--- config.mk ---
export PLATFORM = sky130hd
export DESIGN_NAME = icmp_echo_reply_rewriter_unit
export DESIGN_NICKNAME = d
export VERILOG_FILES = /design/src/hdl/icmpr_pkg.sv /design/src/hdl/icmpr_decode.sv /design/src/hdl/icmpr_sum.sv /design/src/hdl/icmpr_final.sv /design/src/hdl/icmp_echo_reply_rewriter_unit.sv
export VERILOG_INCLUDE_DIRS = /design/src /design/src/hdl
export SDC_FILE = /design/constraint.sdc
export NUM_CORES = 1
export LEC_CHECK = 0
export BUFFER_PORTS_ARGS = -buffer_cell sky130_fd_sc_hd__buf_4
export CORE_ASPECT_RATIO = 1.1
export CORE_UTILIZATION = 56
export DETAILED_ROUTE_END_ITERATION = 10
export PLACE_DENSITY_LB_ADDON = 0.25
export SYNTH_ARGS = -nofsm -noshare
export SYNTH_HDL_FRONTEND = slang
export SYNTH_SLANG_ARGS = --single-unit
export TNS_END_PERCENT = 30
--- constraint.sdc ---
create_clock -name clk -period 25.8 [get_ports clk]
set_input_delay 5.16 -clock clk [delete_from_list [all_inputs] [get_ports clk]]
set_output_delay 5.16 -clock clk [all_outputs]
set_load 0.005 [all_outputs]
--- src/hdl/icmp_echo_reply_rewriter_unit_macros.svh ---
// Assertion macros shared by the ICMP echo reply rewriter.
`ifndef ICMP_ECHO_REPLY_REWRITER_UNIT_MACROS_SVH
`define ICMP_ECHO_REPLY_REWRITER_UNIT_MACROS_SVH

// Same-cycle implication, checked out of reset.
`define ICMPR_ASSERT_NOW(lbl, clk_s, rstn_s, ante, cons, msg) \
  lbl: assert property (@(posedge clk_s) disable iff (!(rstn_s)) (ante) |-> (cons)) \
    else $error(msg);

// Next-cycle implication, checked out of reset.
`define ICMPR_ASSERT_NEXT(lbl, clk_s, rstn_s, ante, cons, msg) \
  lbl: assert property (@(posedge clk_s) disable iff (!(rstn_s)) (ante) |=> (cons)) \
    else $error(msg);

`endif

--- src/hdl/icmpr_pkg.sv ---
// Types and constants shared by the ICMP echo reply rewriter stages.
`timescale 1ns / 1ps
package icmpr_pkg;

  localparam int IN_DATA_W  = 280;
  localparam int OUT_DATA_W = 200;

  localparam logic [7:0]  PROTO_ICMP        = 8'h01;
  localparam logic [7:0]  ECHO_REQUEST      = 8'h08;
  localparam logic [7:0]  ECHO_REPLY        = 8'h00;
  localparam logic [7:0]  CODE_ZERO         = 8'h00;
  localparam logic [3:0]  MCAST_NIBBLE      = 4'hE;
  localparam logic [1:0]  SRC_LOW_ONE       = 2'b01;
  localparam logic [1:0]  SRC_LOW_TWO       = 2'b10;
  // complement of the request type/code word 0x0800
  localparam logic [15:0] ECHO_REQ_WORD_INV = 16'hF7FF;
  localparam logic [15:0] SUM_ALL_ONES      = 16'hFFFF;

  // after decode: flags, addresses, partial header sum, final ICMP sum
  typedef struct packed {
    logic        keep;
    logic        mcast;
    logic [47:0] dmac;
    logic [47:0] smac;
    logic [31:0] rsrc;
    logic [31:0] isrc;
    logic [15:0] hsum_in;
    logic [18:0] psum;
    logic [15:0] icmp_sum;
  } s1_t;

  // after summing: header sum folded once
  typedef struct packed {
    logic        keep;
    logic        mcast;
    logic [47:0] dmac;
    logic [47:0] smac;
    logic [31:0] rsrc;
    logic [31:0] isrc;
    logic [15:0] hsum_in;
    logic [16:0] fsum;
    logic [15:0] icmp_sum;
  } s2_t;

endpackage

--- src/hdl/icmpr_decode.sv ---
// Stage one: classify the request, pick the reply source, start the sums.
`timescale 1ns / 1ps
module icmpr_decode (
  input  logic                           clk,
  input  logic                           rst_n,
  input  logic                           up_valid,
  output logic                           up_ready,
  input  logic [icmpr_pkg::IN_DATA_W-1:0] up_data,
  input  logic [7:0]                     up_kind,
  output logic                           dn_valid,
  input  logic                           dn_ready,
  output icmpr_pkg::s1_t                 dn_data
);
  import icmpr_pkg::*;

  logic        v_r;
  s1_t         d_r;
  s1_t         d_nxt;
  logic [63:0] front;
  logic [15:0] ttlp;
  logic [15:0] hsum_in;
  logic [31:0] isrc;
  logic [31:0] idst;
  logic [7:0]  subcode;
  logic [15:0] csum;
  logic [16:0] icmp_raw;
  logic [15:0] icmp_fold;

  assign front   = up_data[159:96];
  assign ttlp    = up_data[175:160];
  assign hsum_in = up_data[191:176];
  assign isrc    = up_data[223:192];
  assign idst    = up_data[255:224];
  assign subcode = up_data[263:256];
  assign csum    = up_data[279:264];

  // ~csum + ~0x0800; one fold is enough as the sum stays below 0x1F7FF
  assign icmp_raw  = {1'b0, ~csum} + {1'b0, ECHO_REQ_WORD_INV};
  assign icmp_fold = icmp_raw[15:0] + {15'b0, icmp_raw[16]};

  always_comb begin
    d_nxt.keep     = (ttlp[7:0] == PROTO_ICMP) && (up_kind == ECHO_REQUEST) &&
                     (subcode == CODE_ZERO);
    d_nxt.mcast    = (idst[31:28] == MCAST_NIBBLE);
    d_nxt.dmac     = up_data[47:0];
    d_nxt.smac     = up_data[95:48];
    d_nxt.isrc     = isrc;
    d_nxt.hsum_in  = hsum_in;
    if (d_nxt.mcast) begin
      d_nxt.rsrc = {isrc[31:2], (isrc[1:0] == SRC_LOW_ONE) ? SRC_LOW_TWO : SRC_LOW_ONE};
    end else begin
      d_nxt.rsrc = idst;
    end
    d_nxt.psum     = {3'b0, front[63:48]} + {3'b0, front[47:32]} +
                     {3'b0, front[31:16]} + {3'b0, front[15:0]} + {3'b0, ttlp};
    d_nxt.icmp_sum = ~icmp_fold;
  end

  assign up_ready = !v_r || dn_ready;

  always_ff @(posedge clk) begin
    if (!rst_n) begin
      v_r <= 1'b0;
    end else if (up_ready) begin
      v_r <= up_valid;
    end
  end

  always_ff @(posedge clk) begin
    if (up_ready && up_valid) begin
      d_r <= d_nxt;
    end
  end

  assign dn_valid = v_r;
  assign dn_data  = d_r;

endmodule

--- src/hdl/icmpr_sum.sv ---
// Stage two: add the address words to the header sum and fold once.
`timescale 1ns / 1ps
module icmpr_sum (
  input  logic           clk,
  input  logic           rst_n,
  input  logic           up_valid,
  output logic           up_ready,
  input  icmpr_pkg::s1_t up_data,
  output logic           dn_valid,
  input  logic           dn_ready,
  output icmpr_pkg::s2_t dn_data
);
  import icmpr_pkg::*;

  logic        v_r;
  s2_t         d_r;
  s2_t         d_nxt;
  logic [19:0] total;

  // nine 16-bit words fit in 20 bits
  assign total = {1'b0, up_data.psum} +
                 {4'b0, up_data.rsrc[31:16]} + {4'b0, up_data.rsrc[15:0]} +
                 {4'b0, up_data.isrc[31:16]} + {4'b0, up_data.isrc[15:0]};

  always_comb begin
    d_nxt.keep     = up_data.keep;
    d_nxt.mcast    = up_data.mcast;
    d_nxt.dmac     = up_data.dmac;
    d_nxt.smac     = up_data.smac;
    d_nxt.rsrc     = up_data.rsrc;
    d_nxt.isrc     = up_data.isrc;
    d_nxt.hsum_in  = up_data.hsum_in;
    d_nxt.fsum     = {1'b0, total[15:0]} + {13'b0, total[19:16]};
    d_nxt.icmp_sum = up_data.icmp_sum;
  end

  assign up_ready = !v_r || dn_ready;

  always_ff @(posedge clk) begin
    if (!rst_n) begin
      v_r <= 1'b0;
    end else if (up_ready) begin
      v_r <= up_valid;
    end
  end

  always_ff @(posedge clk) begin
    if (up_ready && up_valid) begin
      d_r <= d_nxt;
    end
  end

  assign dn_valid = v_r;
  assign dn_data  = d_r;

endmodule

--- src/hdl/icmpr_final.sv ---
// Stage three: finish the header checksum and register the reply.
`timescale 1ns / 1ps
module icmpr_final (
  input  logic                            clk,
  input  logic                            rst_n,
  input  logic                            up_valid,
  output logic                            up_ready,
  input  icmpr_pkg::s2_t                  up_data,
  output logic                            dn_valid,
  input  logic                            dn_ready,
  output logic [icmpr_pkg::OUT_DATA_W-1:0] dn_data,
  output logic                            dn_user
);
  import icmpr_pkg::*;

  logic                  v_r;
  logic [OUT_DATA_W-1:0] data_r;
  logic [OUT_DATA_W-1:0] data_nxt;
  logic                  user_r;
  logic [15:0]           fold2;
  logic [15:0]           hcalc;
  logic [15:0]           hsum;

  assign fold2 = up_data.fsum[15:0] + {15'b0, up_data.fsum[16]};
  // a zero checksum goes out as all ones
  assign hcalc = (~fold2 == 16'h0000) ? SUM_ALL_ONES : ~fold2;
  assign hsum  = up_data.mcast ? hcalc : up_data.hsum_in;

  always_comb begin
    if (up_data.keep) begin
      data_nxt = {up_data.icmp_sum, ECHO_REPLY, hsum, up_data.isrc, up_data.rsrc,
                  up_data.dmac, up_data.smac};
    end else begin
      data_nxt = '0;
    end
  end

  assign up_ready = !v_r || dn_ready;

  always_ff @(posedge clk) begin
    if (!rst_n) begin
      v_r <= 1'b0;
    end else if (up_ready) begin
      v_r <= up_valid;
    end
  end

  always_ff @(posedge clk) begin
    if (up_ready && up_valid) begin
      data_r <= data_nxt;
      user_r <= up_data.keep;
    end
  end

  assign dn_valid = v_r;
  assign dn_data  = data_r;
  assign dn_user  = user_r;

endmodule

--- src/hdl/icmp_echo_reply_rewriter_unit.sv ---
// Top level of the ICMP echo reply rewriter: three-stage header rewrite pipeline.
//
//  Channel | Direction | Handshake            | Payload
//  --------+-----------+----------------------+-----------------------------------
//  in_*    | request   | in_tvalid/in_tready  | in_tdata 280 b, in_tuser 8 b
//  out_*   | reply     | out_tvalid/out_tready| out_tdata 200 b, out_tuser 1 b
//
// One request enters per cycle while in_tready is high. The decode, sum and
// final registers load in turn, and out_tvalid rises once the final register
// holds the reply.
// Every request yields exactly one reply item; out_tuser low marks a drop,
// and then out_tdata is all zeros.
// Reset (rst_n low, synchronous) empties all three stages; payload is not cleared.
// Each stage holds its item while the next is full and stalled; an empty stage
// still takes a request, so bubbles close up under back-pressure.
`timescale 1ns / 1ps
module icmp_echo_reply_rewriter_unit (
  input  logic                            clk,
  input  logic                            rst_n,
  input  logic                            in_tvalid,
  output logic                            in_tready,
  // dest_mac, source_mac, ip_front_words, ttl_and_proto, ip_hdr_sum_in,
  // ip_source, ip_dest, icmp_subcode, icmp_sum_in
  input  logic [icmpr_pkg::IN_DATA_W-1:0]  in_tdata,
  // icmp_kind
  input  logic [7:0]                      in_tuser,
  output logic                            out_tvalid,
  input  logic                            out_tready,
  // reply_dest_mac, reply_source_mac, reply_ip_source, reply_ip_dest,
  // reply_ip_hdr_sum, reply_icmp_kind, reply_icmp_sum
  output logic [icmpr_pkg::OUT_DATA_W-1:0] out_tdata,
  // reply_valid
  output logic                            out_tuser
);
  import icmpr_pkg::*;

`include "icmp_echo_reply_rewriter_unit_macros.svh"

  // stage links
  logic s1_valid;
  logic s1_ready;
  s1_t  s1_data;
  logic s2_valid;
  logic s2_ready;
  s2_t  s2_data;

  // Decode: check protocol/type/code, choose the reply source address,
  // sum the fixed header words and finish the incremental ICMP update.
  icmpr_decode u_decode (
    .clk      (clk),
    .rst_n    (rst_n),
    .up_valid (in_tvalid),
    .up_ready (in_tready),
    .up_data  (in_tdata),
    .up_kind  (in_tuser),
    .dn_valid (s1_valid),
    .dn_ready (s1_ready),
    .dn_data  (s1_data)
  );

  // Sum: add both address words of the reply and fold once.
  icmpr_sum u_sum (
    .clk      (clk),
    .rst_n    (rst_n),
    .up_valid (s1_valid),
    .up_ready (s1_ready),
    .up_data  (s1_data),
    .dn_valid (s2_valid),
    .dn_ready (s2_ready),
    .dn_data  (s2_data)
  );

  // Final: second fold, complement, multicast select, drop zeroing; this is
  // the output register seen on the out_ channel.
  icmpr_final u_final (
    .clk      (clk),
    .rst_n    (rst_n),
    .up_valid (s2_valid),
    .up_ready (s2_ready),
    .up_data  (s2_data),
    .dn_valid (out_tvalid),
    .dn_ready (out_tready),
    .dn_data  (out_tdata),
    .dn_user  (out_tuser)
  );

  // A dropped request must leave no trace in the payload.
  `ICMPR_ASSERT_NOW(a_drop_zero, clk, rst_n, out_tvalid && !out_tuser, out_tdata == '0,
                    "dropped reply carries data")
  // A produced reply is always an echo reply.
  `ICMPR_ASSERT_NOW(a_reply_kind, clk, rst_n, out_tvalid && out_tuser,
                    out_tdata[183:176] == ECHO_REPLY, "reply type is not echo reply")
  // An empty decode stage never refuses a request.
  `ICMPR_ASSERT_NOW(a_take_empty, clk, rst_n, !s1_valid, in_tready,
                    "empty pipeline refused a request")
  // An accepted request occupies the decode stage in the next cycle.
  `ICMPR_ASSERT_NEXT(a_enter_s1, clk, rst_n, in_tvalid && in_tready, s1_valid,
                     "accepted request lost at decode")

endmodule
# Word level (Yosys, flattened, before mapping)
# Cells that the tools add are included.
# op_classes
bitwise_logic	3
n_reduce_logical	13
add_sub_neg	12
eq_ne	4
muxes	4
# op_table
op	n
20-bit by 16-bit adder with 20-bit output	3
19-bit by 16-bit adder with 19-bit output	3
16-bit NOT	3
16-bit by 1-bit adder with 16-bit output	2
16-bit 2-to-1 mux	2
32-bit 2-to-1 mux	1
19-bit by 16-bit adder with 20-bit output	1
16-bit by 16-bit adder with 17-bit output	1
16-bit by 16-bit adder with 17-bit output (second input constant)	1
16-bit by 4-bit adder with 17-bit output	1
16-bit logical NOT	1
8-bit by 1-bit == test with 1-bit output (second input constant)	1
8-bit by 4-bit == test with 1-bit output (second input constant)	1
8-bit logical NOT	1
1-bit logical AND	5
4-bit == test (second input constant)	1
1-bit logical NOT	3
1-bit logical OR	3
2-bit by 1-bit == test with 1-bit output (second input constant)	1
2-bit 2-to-1 mux	1
# totals
out_inout_bits	203
reg_bits	628

# Logic depth before layout (Yosys ltp)
# Gate-level depths: netlist of run 1.
# depth
ltp_word	5
ltp_mapped	24

# Hierarchy
# From an unflattened synthesis of run 1, not the netlist that was laid out.
# unflattened
cells_unflattened	1831
area_unflattened_um2	27097.2
# modules_own_cells
module	seq_area_each_um2	cells_each	instances	area_per_inst_um2
icmpr_decode	6416.2	723	1	9957.0
icmpr_sum	6356.1	581	1	9221.3
icmpr_final	5815.6	527	1	7918.8

# Worst setup path before layout of run 1
# Ideal clock, no wire load.
# synth_timing
path_type	input to register
start	input port out_tready
end	register u_sum.d_r (netlist bit u_sum.dn_data[0]), enable pin
arrival_ps	20447
stages	2
path_slack_ps	4248
cell_sequence	nor2b_1 > a21boi_0
# synth_between
elab_chain_len	3
# synth_rtl
item	line_no	source
start: declaration	icmp_echo_reply_rewriter_unit.sv:28	input logic out_tready,
1-bit logical OR	icmpr_final.sv:38	assign up_ready = !v_r || dn_ready;
1-bit logical OR	icmpr_sum.sv:37	assign up_ready = !v_r || dn_ready;
1-bit logical AND	icmpr_sum.sv:48	if (up_ready && up_valid) begin
end signal: assignment	icmpr_sum.sv:49	d_r <= d_nxt;
end: declaration	icmpr_sum.sv:16	s2_t d_r;
# No other way between the ends.
# A chain may end at the register's enable or synchronous reset.

# Final worst setup path of run 1
# layout_timing
start	input port out_tready
end	output port in_tready
# layout_between
elab_chain_len	3
# layout_rtl
item	line_no	source
1-bit logical OR	icmpr_final.sv:38	
1-bit logical OR	icmpr_sum.sv:37	
1-bit logical OR	icmpr_decode.sv:59	assign up_ready = !v_r || dn_ready;
end: declaration	icmp_echo_reply_rewriter_unit.sv:21	output logic in_tready,
# No other way between the ends.

==> flow_summary.json, run 1 <==
{
  "netlist_instances": 1847,
  "syn_area_mm2": 0.0271,
  "layout_common_cells": "edfxtp_1 (617), buf_4 (495), inv_1 (241)",
  "hpwl_um": 40500,
  "power_frac_comb": 0.418,
  "die_x_um": 212,
  "cts.clk_slew.worst_paths_ns": 0.06,
  "vias": 15700,
  "multi_input_area_mm2": 0.00739,
  "tns_ns": 0,
  "grt_max_degree": 166,
  "async_flop_share": 0,
  "path_max_fanout": 6,
  "cts_resized": 0,
  "post-route-util": 0.700,
  "start_util": 0.567,
  "drt-total-wl_um": 57500,
  "first_iter_violations": 929,
  "clock.fmax_ghz": 0.0878,
  "numPortBuffers": 486,
  "via_per_inst": 5.14,
  "postCtsSetupBuffers": 0,
  "fillers": 3280,
  "power.density_mw_per_mm2": 111,
  "yosys.area.top_type": "edfxtp_1",
  "grt_pass1_wl_um": 86400,
  "critPathRequiredTime_ns": 20.64,
  "setup_viol": 0,
  "synth_flop_cell": "edfxtp_1",
  "period_share": 0.441,
  "tritoncts": "done",
  "p_clk_frac": 0.229,
  "final-seq-area_mm2": 0.0186,
  "cts_hold_buf": 0,
  "wire_per_inst_um": 18.8,
  "final_area_mm2": 0.0334,
  "ys_seq_area_frac": 0.687,
  "gp_congestion": 0.876,
  "worstPathArrival_ns": 6.22,
  "fin_nets": 2798,
  "track_usage": 0.232,
  "hold_viol": 0,
  "ys.warnings.count": 0,
  "synth.top_cells.by_area": "edfxtp_1 (68%), fa_1 (6.0%), and2_1 (4.2%), inv_1 (3.3%), ha_1 (3.1%)",
  "tightest_slew_ns": 1.15,
  "synth_top_area_share": 0.685,
  "die_area_mm2": 0.0492,
  "ys_seq_elements": 620,
  "p_sw_frac": 0.352,
  "clockBufferDepth": 3,
  "ys_types": 74,
  "die_h_um": 233,
  "grt_overflow": 0,
  "layout-drive-gt1-share": 0.260,
  "antenna_found_initial": 3,
  "p_leak_uw": 0.0137,
  "clkSinkCount": 620,
  "io_pins": 495,
  "holdCritPathClass": "reg2reg",
  "rsz0062_at_grt": "no",
  "syn_avg_cell_area_um2": 14.7,
  "critPathKind": "in2out",
  "peakVddDrop_v": 0.000109,
  "cts_root_buffer": "clkbuf_16",
  "maxSlewHeadroom": 0.228,
  "firstDrtPassIters": 5,
  "seqPwrFrac": 0.353,
  "synth-edff-count": 617,
  "drtAntennaViolNets": 0,
  "status": "finished, final reports clean",
  "cts_buffers": 59,
  "core_mm2": 0.0477,
  "fin_crit_ns": 11.38,
  "clk_latency_ns": 0.62,
  "endpoint_kind": "primary output",
  "grt_pass1_vias": 15900,
  "rrSetupSlack_ns": 19.65,
  "power_switching_uw": 1310,
  "final_common_cell": "edfxtp_1",
  "p_int_uw": 2400,
  "syn_to_final_growth_pct": 23.3,
  "num_rows": 84,
  "h-tree-depth": 2,
  "dpl_cell_area_mm2": 0.0314,
  "skew_ns": 0.0312,
  "drc": 0,
  "cap_violations": 0,
  "critPathLaunchType": "input port",
  "drv_slew": 0
}
-- per-layer routing --
layer / up-vias / wire, um / global-route usage
met5: - / 13 / 0
met4: 2 / 1460 / 0.0799
met3: 83 / 4390 / 0.0501
met2: 538 / 29700 / 0.413
met1: 7634 / 21900 / 0.279
li1: 7468 / - / -
-- flip-flops by register name, indices dropped and copies added (netlist names) --
| name | cells |
|---|---|
| u_sum.dn_data | 211 |
| u_final.dn_data | 192 |
| u_final.dn_user | 1 |
| u_final.dn_valid | 1 |
| u_decode.dn_data | 213 |
| u_decode.dn_valid | 1 |
| u_sum.dn_valid | 1 |
-- area by class of cell --
type,instances,area share
flip-flops and latches,620,0.557
multi-input cells,940,0.221
repair buffers,497,0.113
inverters,241,0.0271
clock inverters,41,0.0115
well taps,645,0.0242
clock buffers,71,0.0462
diodes,3,0.000225
-- Yosys cell counts (11+ instances only) --
cell type    n
a21o_1      19
a21oi_1     46
a31oi_1     11
and2_1     180
clkbuf_1    37
edfxtp_1   617
fa_1        81
ha_1        66
inv_1      241
mux2_2      15
nand2_1    153
nand3_1     23
nand4_1     11
nor2_1      40
nor2b_1     11
nor3_1      20
nor4_1      12
o21ai_0     32
xnor2_1     49
xor2_1      31
-- power groups by stage --
stage	combinational, uW	sequential (uW)	clock [uW]
6_report	1550	1310	851
5_1_grt	1740	1320	905
4_1_cts	1560	1310	867
3_5_place_dp	1550	1330	0
3_3_place_gp	1490	1330	0
2_1_floorplan	1170	1330	0
-- worst max-delay path, cell delays in order --
cell     delay (ns)
buf_4          0.11
nor2b_1        0.59
nand3_1        0.19
buf_4          0.18
-- through the flow --
step,total power (uW),setup WS [ns],hold WS (ns),cells
after floorplan,2510,4.25,0.400,1854
after global placement,2820,14.49,0.400,2943
after detailed placement,2880,14.44,0.405,2943
after CTS,3740,14.44,0.398,3055
after global routing,3960,14.32,0.404,3057
final,3710,14.42,0.395,3058
-- path summary, 6_finish.rpt --
check / startpoint / endpoint / cells after the start
setup / recovery: out_tready / in_tready / 4
hold / removal: u_decode.dn_data[163] / u_sum.dn_data[161] / 0
setup reg to reg: u_decode.dn_data[52] / u_sum.dn_data[31] / 23
hold reg to reg: u_decode.dn_data[163] / u_sum.dn_data[161] / 0
-- cell families after synthesis --
group	share of synthesized area
adder cells (fa/ha/maj)	0.0904
XOR/XNOR	0.0259
buffers and inverters	0.0424
multiplexers	0.00809
flip-flops	0.687
AO/OA/AOI/OAI	0.0446
AND/OR/NAND/NOR	0.102
other	0.000139
Power figures use the tool's default switching activity.
==> inputs of run 2 (changes only) <==
--- a/config.mk
+++ b/config.mk
@@ -8,7 +8,7 @@
 export LEC_CHECK = 0
 export BUFFER_PORTS_ARGS = -buffer_cell sky130_fd_sc_hd__buf_4
 export CORE_ASPECT_RATIO = 1.1
-export CORE_UTILIZATION = 56
+export CORE_UTILIZATION = 51
 export DETAILED_ROUTE_END_ITERATION = 10
 export PLACE_DENSITY_LB_ADDON = 0.25
 export SYNTH_ARGS = -nofsm -noshare
==> constraint.sdc (replaced) <==
create_clock -name clk -period 10.2 [get_ports clk]
set_input_delay 2.04 -clock clk [delete_from_list [all_inputs] [get_ports clk]]
set_output_delay 2.04 -clock clk [all_outputs]
set_load 0.005 [all_outputs]
==> run 2 against run 1 <==
Net effect: count of clock-buffer cells in the layout is 3 lower; die area up 9.7%; global-route usage fell by 2.2 points; utilization is 5.9 points lower; non-clock buffer count fell by 1; largest power group unchanged.
==> flow_summary.json, run 2 (same netlist as run 1, synthesis figures left out) <==
{
  "critPathKind": "in2reg",
  "tightest_slew_ns": 1.21,
  "core_mm2": 0.0524,
  "cp_slowest_cell": "fa_1",
  "final-seq-area_mm2": 0.0186,
  "cp_common_cell": "fa_1",
  "setup_viol": 0,
  "grt_max_degree": 196,
  "grt_pass1_wl_um": 87400,
  "path_cells": "buf_4 > ha_1 > fa_1 > a21o_1 > a21oi_1 > o21ai_0 > a31o_2 > a21oi_1 > o21bai_1 > xnor2_1 > fa_1 > inv_1 > fa_1 > ha_1 > inv_1 > nor2_1 > o21a_1 > a311oi_1 > o21ai_0 > nand4_1 > o311ai_1",
  "h-tree-depth": 2,
  "drc": 0,
  "cts_root_buffer": "clkbuf_16",
  "die_h_um": 244,
  "min_to": "u_sum.dn_data[132]",
  "cts_buffers": 59,
  "fin_crit_ns": 6.65,
  "min-delay-start": "u_decode.dn_data[134]",
  "cp-startpoint": "in_tdata[128]",
  "grt_overflow": 0,
  "via_per_inst": 5.10,
  "dpl.cell_count": 2972,
  "grt_pass1_vias": 15900,
  "maxSlewHeadroom": 0.188,
  "gp_congestion": 0.859,
  "p_sw_frac": 0.347,
  "reg2reg_depth": 23,
  "tritoncts": "done",
  "dpl_cell_area_mm2": 0.0315,
  "final_area_mm2": 0.0336,
  "rsz0062_at_grt": "no",
  "critPathLaunchType": "input port",
  "finalNonFillerCells": 3082,
  "multi_input_area_mm2": 0.00739,
  "crit_family": "compound AO/OA/AOI/OAI gates",
  "seqPwrFrac": 0.347,
  "critPathBufInv": 3,
  "cts_resized": 0,
  "power_switching_uw": 3310,
  "layout-drive-gt1-share": 0.263,
  "postCtsSetupBuffers": 0,
  "holdCritPathClass": "reg2reg",
  "skew_ns": 0.0420,
  "r2r_end": "u_sum.dn_data[31]",
  "vias": 15700,
  "clkSinkCount": 620,
  "cap_violations": 0,
  "whs_path_depth": 0,
  "critPathRequiredTime_ns": 10.52,
  "rrSetupSlack_ns": 4.12,
  "first_iter_violations": 922,
  "drv_slew": 0,
  "p_int_uw": 6240,
  "period_share": 0.652,
  "largest_reg_flops": 213,
  "use_met2": 0.361,
  "final_common_cell": "edfxtp_1",
  "drtAntennaViolNets": 0,
  "cts.clk_slew.worst_paths_ns": 0.07,
  "power.density_mw_per_mm2": 284,
  "track_usage": 0.210,
  "power_uw": 9560,
  "die_x_um": 222,
  "firstDrtPassIters": 6,
  "fillers": 3788,
  "top_usage_layer": "met2",
  "fin_nets": 2797,
  "r2r-start": "u_decode.dn_data[17]",
  "drt-total-wl_um": 56600,
  "clk_latency_ns": 0.63,
  "wire_per_inst_um": 18.4,
  "syn_to_final_growth_pct": 24.1,
  "clock.fmax_ghz": 0.150,
  "endpoint_kind": "flop",
  "p_clk_frac": 0.245,
  "grt_use_met1": 0.265,
  "num_rows": 88,
  "io_pins": 495,
  "die_area_mm2": 0.0540,
  "peakVddDrop_v": 0.000303,
  "numPortBuffers": 486,
  "layout_common_cells": "edfxtp_1 (617), buf_4 (494), inv_1 (241)",
  "antenna_found_initial": 3,
  "hpwl_um": 40200,
  "worstPathArrival_ns": 6.97,
  "status": "finished, final reports clean",
  "cpPeakStageDelay_ns": 0.48,
  "path_max_fanout": 8,
  "clockBufferDepth": 3,
  "start_util": 0.516,
  "power_frac_comb": 0.408,
  "cts_hold_buf": 0,
  "gr-usage-met3": 0.0444,
  "p_leak_uw": 0.0137,
  "hold_viol": 0
}
==> run 2: how the worst max path moves through the flow <==
stage | cells after the start | endpoint | slack, ns
6_report | 21 | u_decode.dn_data[32] | 3.55
5_1_grt | 21 | u_decode.dn_data[32] | 3.29
4_1_cts | 21 | u_decode.dn_data[32] | 3.64
3_5_place_dp | 21 | u_decode.dn_data[32] | 3.01
3_3_place_gp | 21 | u_decode.dn_data[33] | 3.22
2_1_floorplan | 2 | u_final.dn_data[0] | -1.19
==> run 2: routing by layer <==
metal	up-vias	wire, um
met5	-	17
met4	2	1660
met3	104	3320
met2	488	28600
met1	7644	23100
li1	7475	-
==> run 2: power by group through the flow <==
stage	clock (uW)	combinational [uW]	sequential (uW)
6_report	2340	3900	3310
3_5_place_dp	0	3910	3370
2_1_floorplan	0	2970	3350
4_1_cts	2390	3940	3320
5_1_grt	2480	4370	3340
3_3_place_gp	0	3800	3360
==> run 2: worst reg2reg max path, delay by kind of cell, from the launching register on <==
family	cells	cell delay, ns
buffers and inverters	3	0.24
XOR/XNOR	2	0.43
AND/OR/NAND/NOR	5	1.23
adder cells (fa/ha/maj)	6	2.34
flip-flops	1	0.37
AO/OA/AOI/OAI	7	1.23
==> run 2: stage by stage <==
stage / worst slack [ns] / hold WS, ns / setup TNS, ns / utilization
global route: 3.29 / 0.408 / 0 / 0.641
finish: 3.55 / 0.413 / 0 / 0.641
global placement: 3.22 / 0.400 / 0 / 0.601
floorplan: -1.19 / 0.400 / -229.36 / -
detailed placement: 3.01 / 0.405 / 0 / 0.601
CTS: 3.64 / 0.405 / 0 / 0.641
==> run 2: layout make-up <==
cell class,instances,area share
clock buffers,68,0.0453
repair buffers,496,0.112
clock inverters,40,0.0176
well taps,675,0.0251
flip-flops and latches,620,0.553
diodes,2,0.000149
multi-input cells,940,0.220
inverters,241,0.0269
==> inputs of run 3 (changes only) <==
==> constraint.sdc (replaced) <==
create_clock -name clk -period 5.9 [get_ports clk]
set_input_delay 1.18 -clock clk [delete_from_list [all_inputs] [get_ports clk]]
set_output_delay 1.18 -clock clk [all_outputs]
set_load 0.005 [all_outputs]
==> run 3 against run 2 <==
Net effect: non-clock buffer count increased by 19; flip-flop and latch count stayed put; utilization increased by 0.26 points.
==> flow_summary.json, run 3 (same netlist as run 1, synthesis figures left out) <==
{
  "status": "finished, final reports clean",
  "largest_reg_flops": 213,
  "die_x_um": 222,
  "tightest_slew_ns": 1.06,
  "holdWs_ns": 0.411,
  "grt_pass1_vias": 16300,
  "start_util": 0.516,
  "path_max_fanout": 6,
  "drv_slew": 0,
  "power.density_mw_per_mm2": 505,
  "drt-total-wl_um": 57400,
  "firstDrtPassIters": 5,
  "power_frac_comb": 0.438,
  "maxSlewHeadroom": 0.291,
  "drc": 0,
  "die_h_um": 244,
  "final-seq-area_mm2": 0.0186,
  "vias": 15900,
  "via_per_inst": 5.13,
  "p_int_uw": 11000,
  "skew_ns": 0.0458,
  "p_clk_frac": 0.226,
  "setup_viol": 0,
  "num_rows": 88,
  "cp-startpoint": "u_decode.dn_data[53]",
  "tritoncts": "done",
  "cap_violations": 0,
  "p_leak_uw": 0.0138,
  "cts_root_buffer": "clkbuf_16",
  "peakVddDrop_v": 0.000504,
  "final_area_mm2": 0.0337,
  "dpl_cell_area_mm2": 0.0316,
  "crit_end": "u_sum.dn_data[31]",
  "drtAntennaViolNets": 0,
  "numPortBuffers": 486,
  "hold_viol": 0,
  "clockBufferDepth": 3,
  "reg2reg_depth": 24,
  "critPathRequiredTime_ns": 6.26,
  "gp_congestion": 0.908,
  "cts.clk_slew.worst_paths_ns": 0.07,
  "fillers": 3801,
  "p_sw_frac": 0.356,
  "worstPathArrival_ns": 5.98,
  "hpwl_um": 40000,
  "critPathKind": "reg2reg",
  "clk_latency_ns": 0.63,
  "fin_crit_ns": 5.62,
  "multi_input_area_mm2": 0.00747,
  "r2r_end": "u_sum.dn_data[31]",
  "io_pins": 495,
  "critPathLaunchType": "flop",
  "antenna_found_initial": 2,
  "die_area_mm2": 0.0540,
  "final_common_cell": "edfxtp_1",
  "core_mm2": 0.0524,
  "finalNonFillerCells": 3104,
  "first_iter_violations": 847,
  "fin_nets": 2818,
  "r2r-start": "u_decode.dn_data[53]",
  "power_switching_uw": 6060,
  "period_share": 0.952,
  "h-tree-depth": 2,
  "grt_pass1_wl_um": 88800,
  "seqPwrFrac": 0.336,
  "grt_overflow": 0,
  "clock.fmax_ghz": 0.178,
  "cts_hold_buf": 0,
  "clkSinkCount": 620,
  "wire_per_inst_um": 18.5,
  "endpoint_kind": "flop",
  "grt_max_degree": 195,
  "layout_common_cells": "edfxtp_1 (617), buf_4 (511), inv_1 (241)",
  "rrSetupSlack_ns": 0.28,
  "cts_buffers": 61,
  "holdCritPathClass": "reg2reg",
  "dpl.cell_count": 2984,
  "syn_to_final_growth_pct": 24.6,
  "layout-drive-gt1-share": 0.272,
  "track_usage": 0.212
}
-- run 3: power groups by stage --
stage                     combinational [uW]  clock [uW]  sequential [uW]
after global routing                    8250        4090             5760
after floorplan                         5130           0             5760
after global placement                  6740           0             5800
after detailed placement                6910           0             5820
final                                   7450        3850             5730
after CTS                               6950        3940             5730
-- run 3: what timing repair did --
action / in CTS / in global routing
setup buffers: 0 / 7
gates resized for setup: 0 / 16
endpoints found under the setup margin: 0 / 8
-- run 3: how the worst min path moves through the flow --
stage                                startpoint            endpoint  slack, ns  cells past startpoint
after global placement    u_decode.dn_data[198]  u_sum.dn_data[196]       0.40                      0
after detailed placement  u_decode.dn_data[119]  u_sum.dn_data[117]       0.40                      0
after global routing       u_decode.dn_data[45]   u_sum.dn_data[43]       0.42                      0
after CTS                  u_decode.dn_data[45]   u_sum.dn_data[43]       0.41                      0
final                      u_decode.dn_data[45]   u_sum.dn_data[43]       0.41                      0
after floorplan             u_decode.dn_data[0]    u_sum.dn_data[0]       0.40                      0
-- run 3: routing by layer --
metal	wire length (um)	global-route usage
met1	23400	0.270
met2	29200	0.371
met4	1510	0.0664
met5	0	0
met3	3300	0.0371
-- run 3: critical path, stage by stage (launching register included) --
cell and delay (ns):
edfxtp_1 0.34, inv_1 0.06, fa_1 0.50, inv_1 0.06
fa_1 0.50, inv_1 0.05, fa_1 0.54, inv_1 0.07
ha_1 0.31, a21o_1 0.19, and4_1 0.24, o32a_4 0.37
o21bai_4 0.16, o21ai_2 0.09, nand4b_1 0.11, o211ai_1 0.09
ha_1 0.35, o21ai_0 0.10, nor2_1 0.15, o211ai_1 0.16
nor4_2 0.26, buf_4 0.16, nand4_1 0.14, nor4_2 0.28
xor2_1 0.10
-- run 3: final cells by class --
cell class                      instances  area share
Sequential cell                       620       0.551
Multi-Input combinational cell        940       0.221
Antenna cell                            2    0.000148
Tap cell                              675      0.0250
Clock buffer                           73      0.0466
Inverter                              241      0.0268
Clock inverter                         38      0.0127
Timing Repair Buffer                  515       0.116
-- run 3: per-stage QoR --
stage	util	setup TNS, ns	setup slack, ns	total power, uW
6_report	0.644	0	0.282	17000
5_1_grt	0.644	-0.0187	-0.0187	18100
4_1_cts	0.641	0	0.0265	16600
3_5_place_dp	0.603	-0.137	-0.0813	12700
3_3_place_gp	0.603	0	0.0327	12500
2_1_floorplan	-	-175.07	-0.907	10900
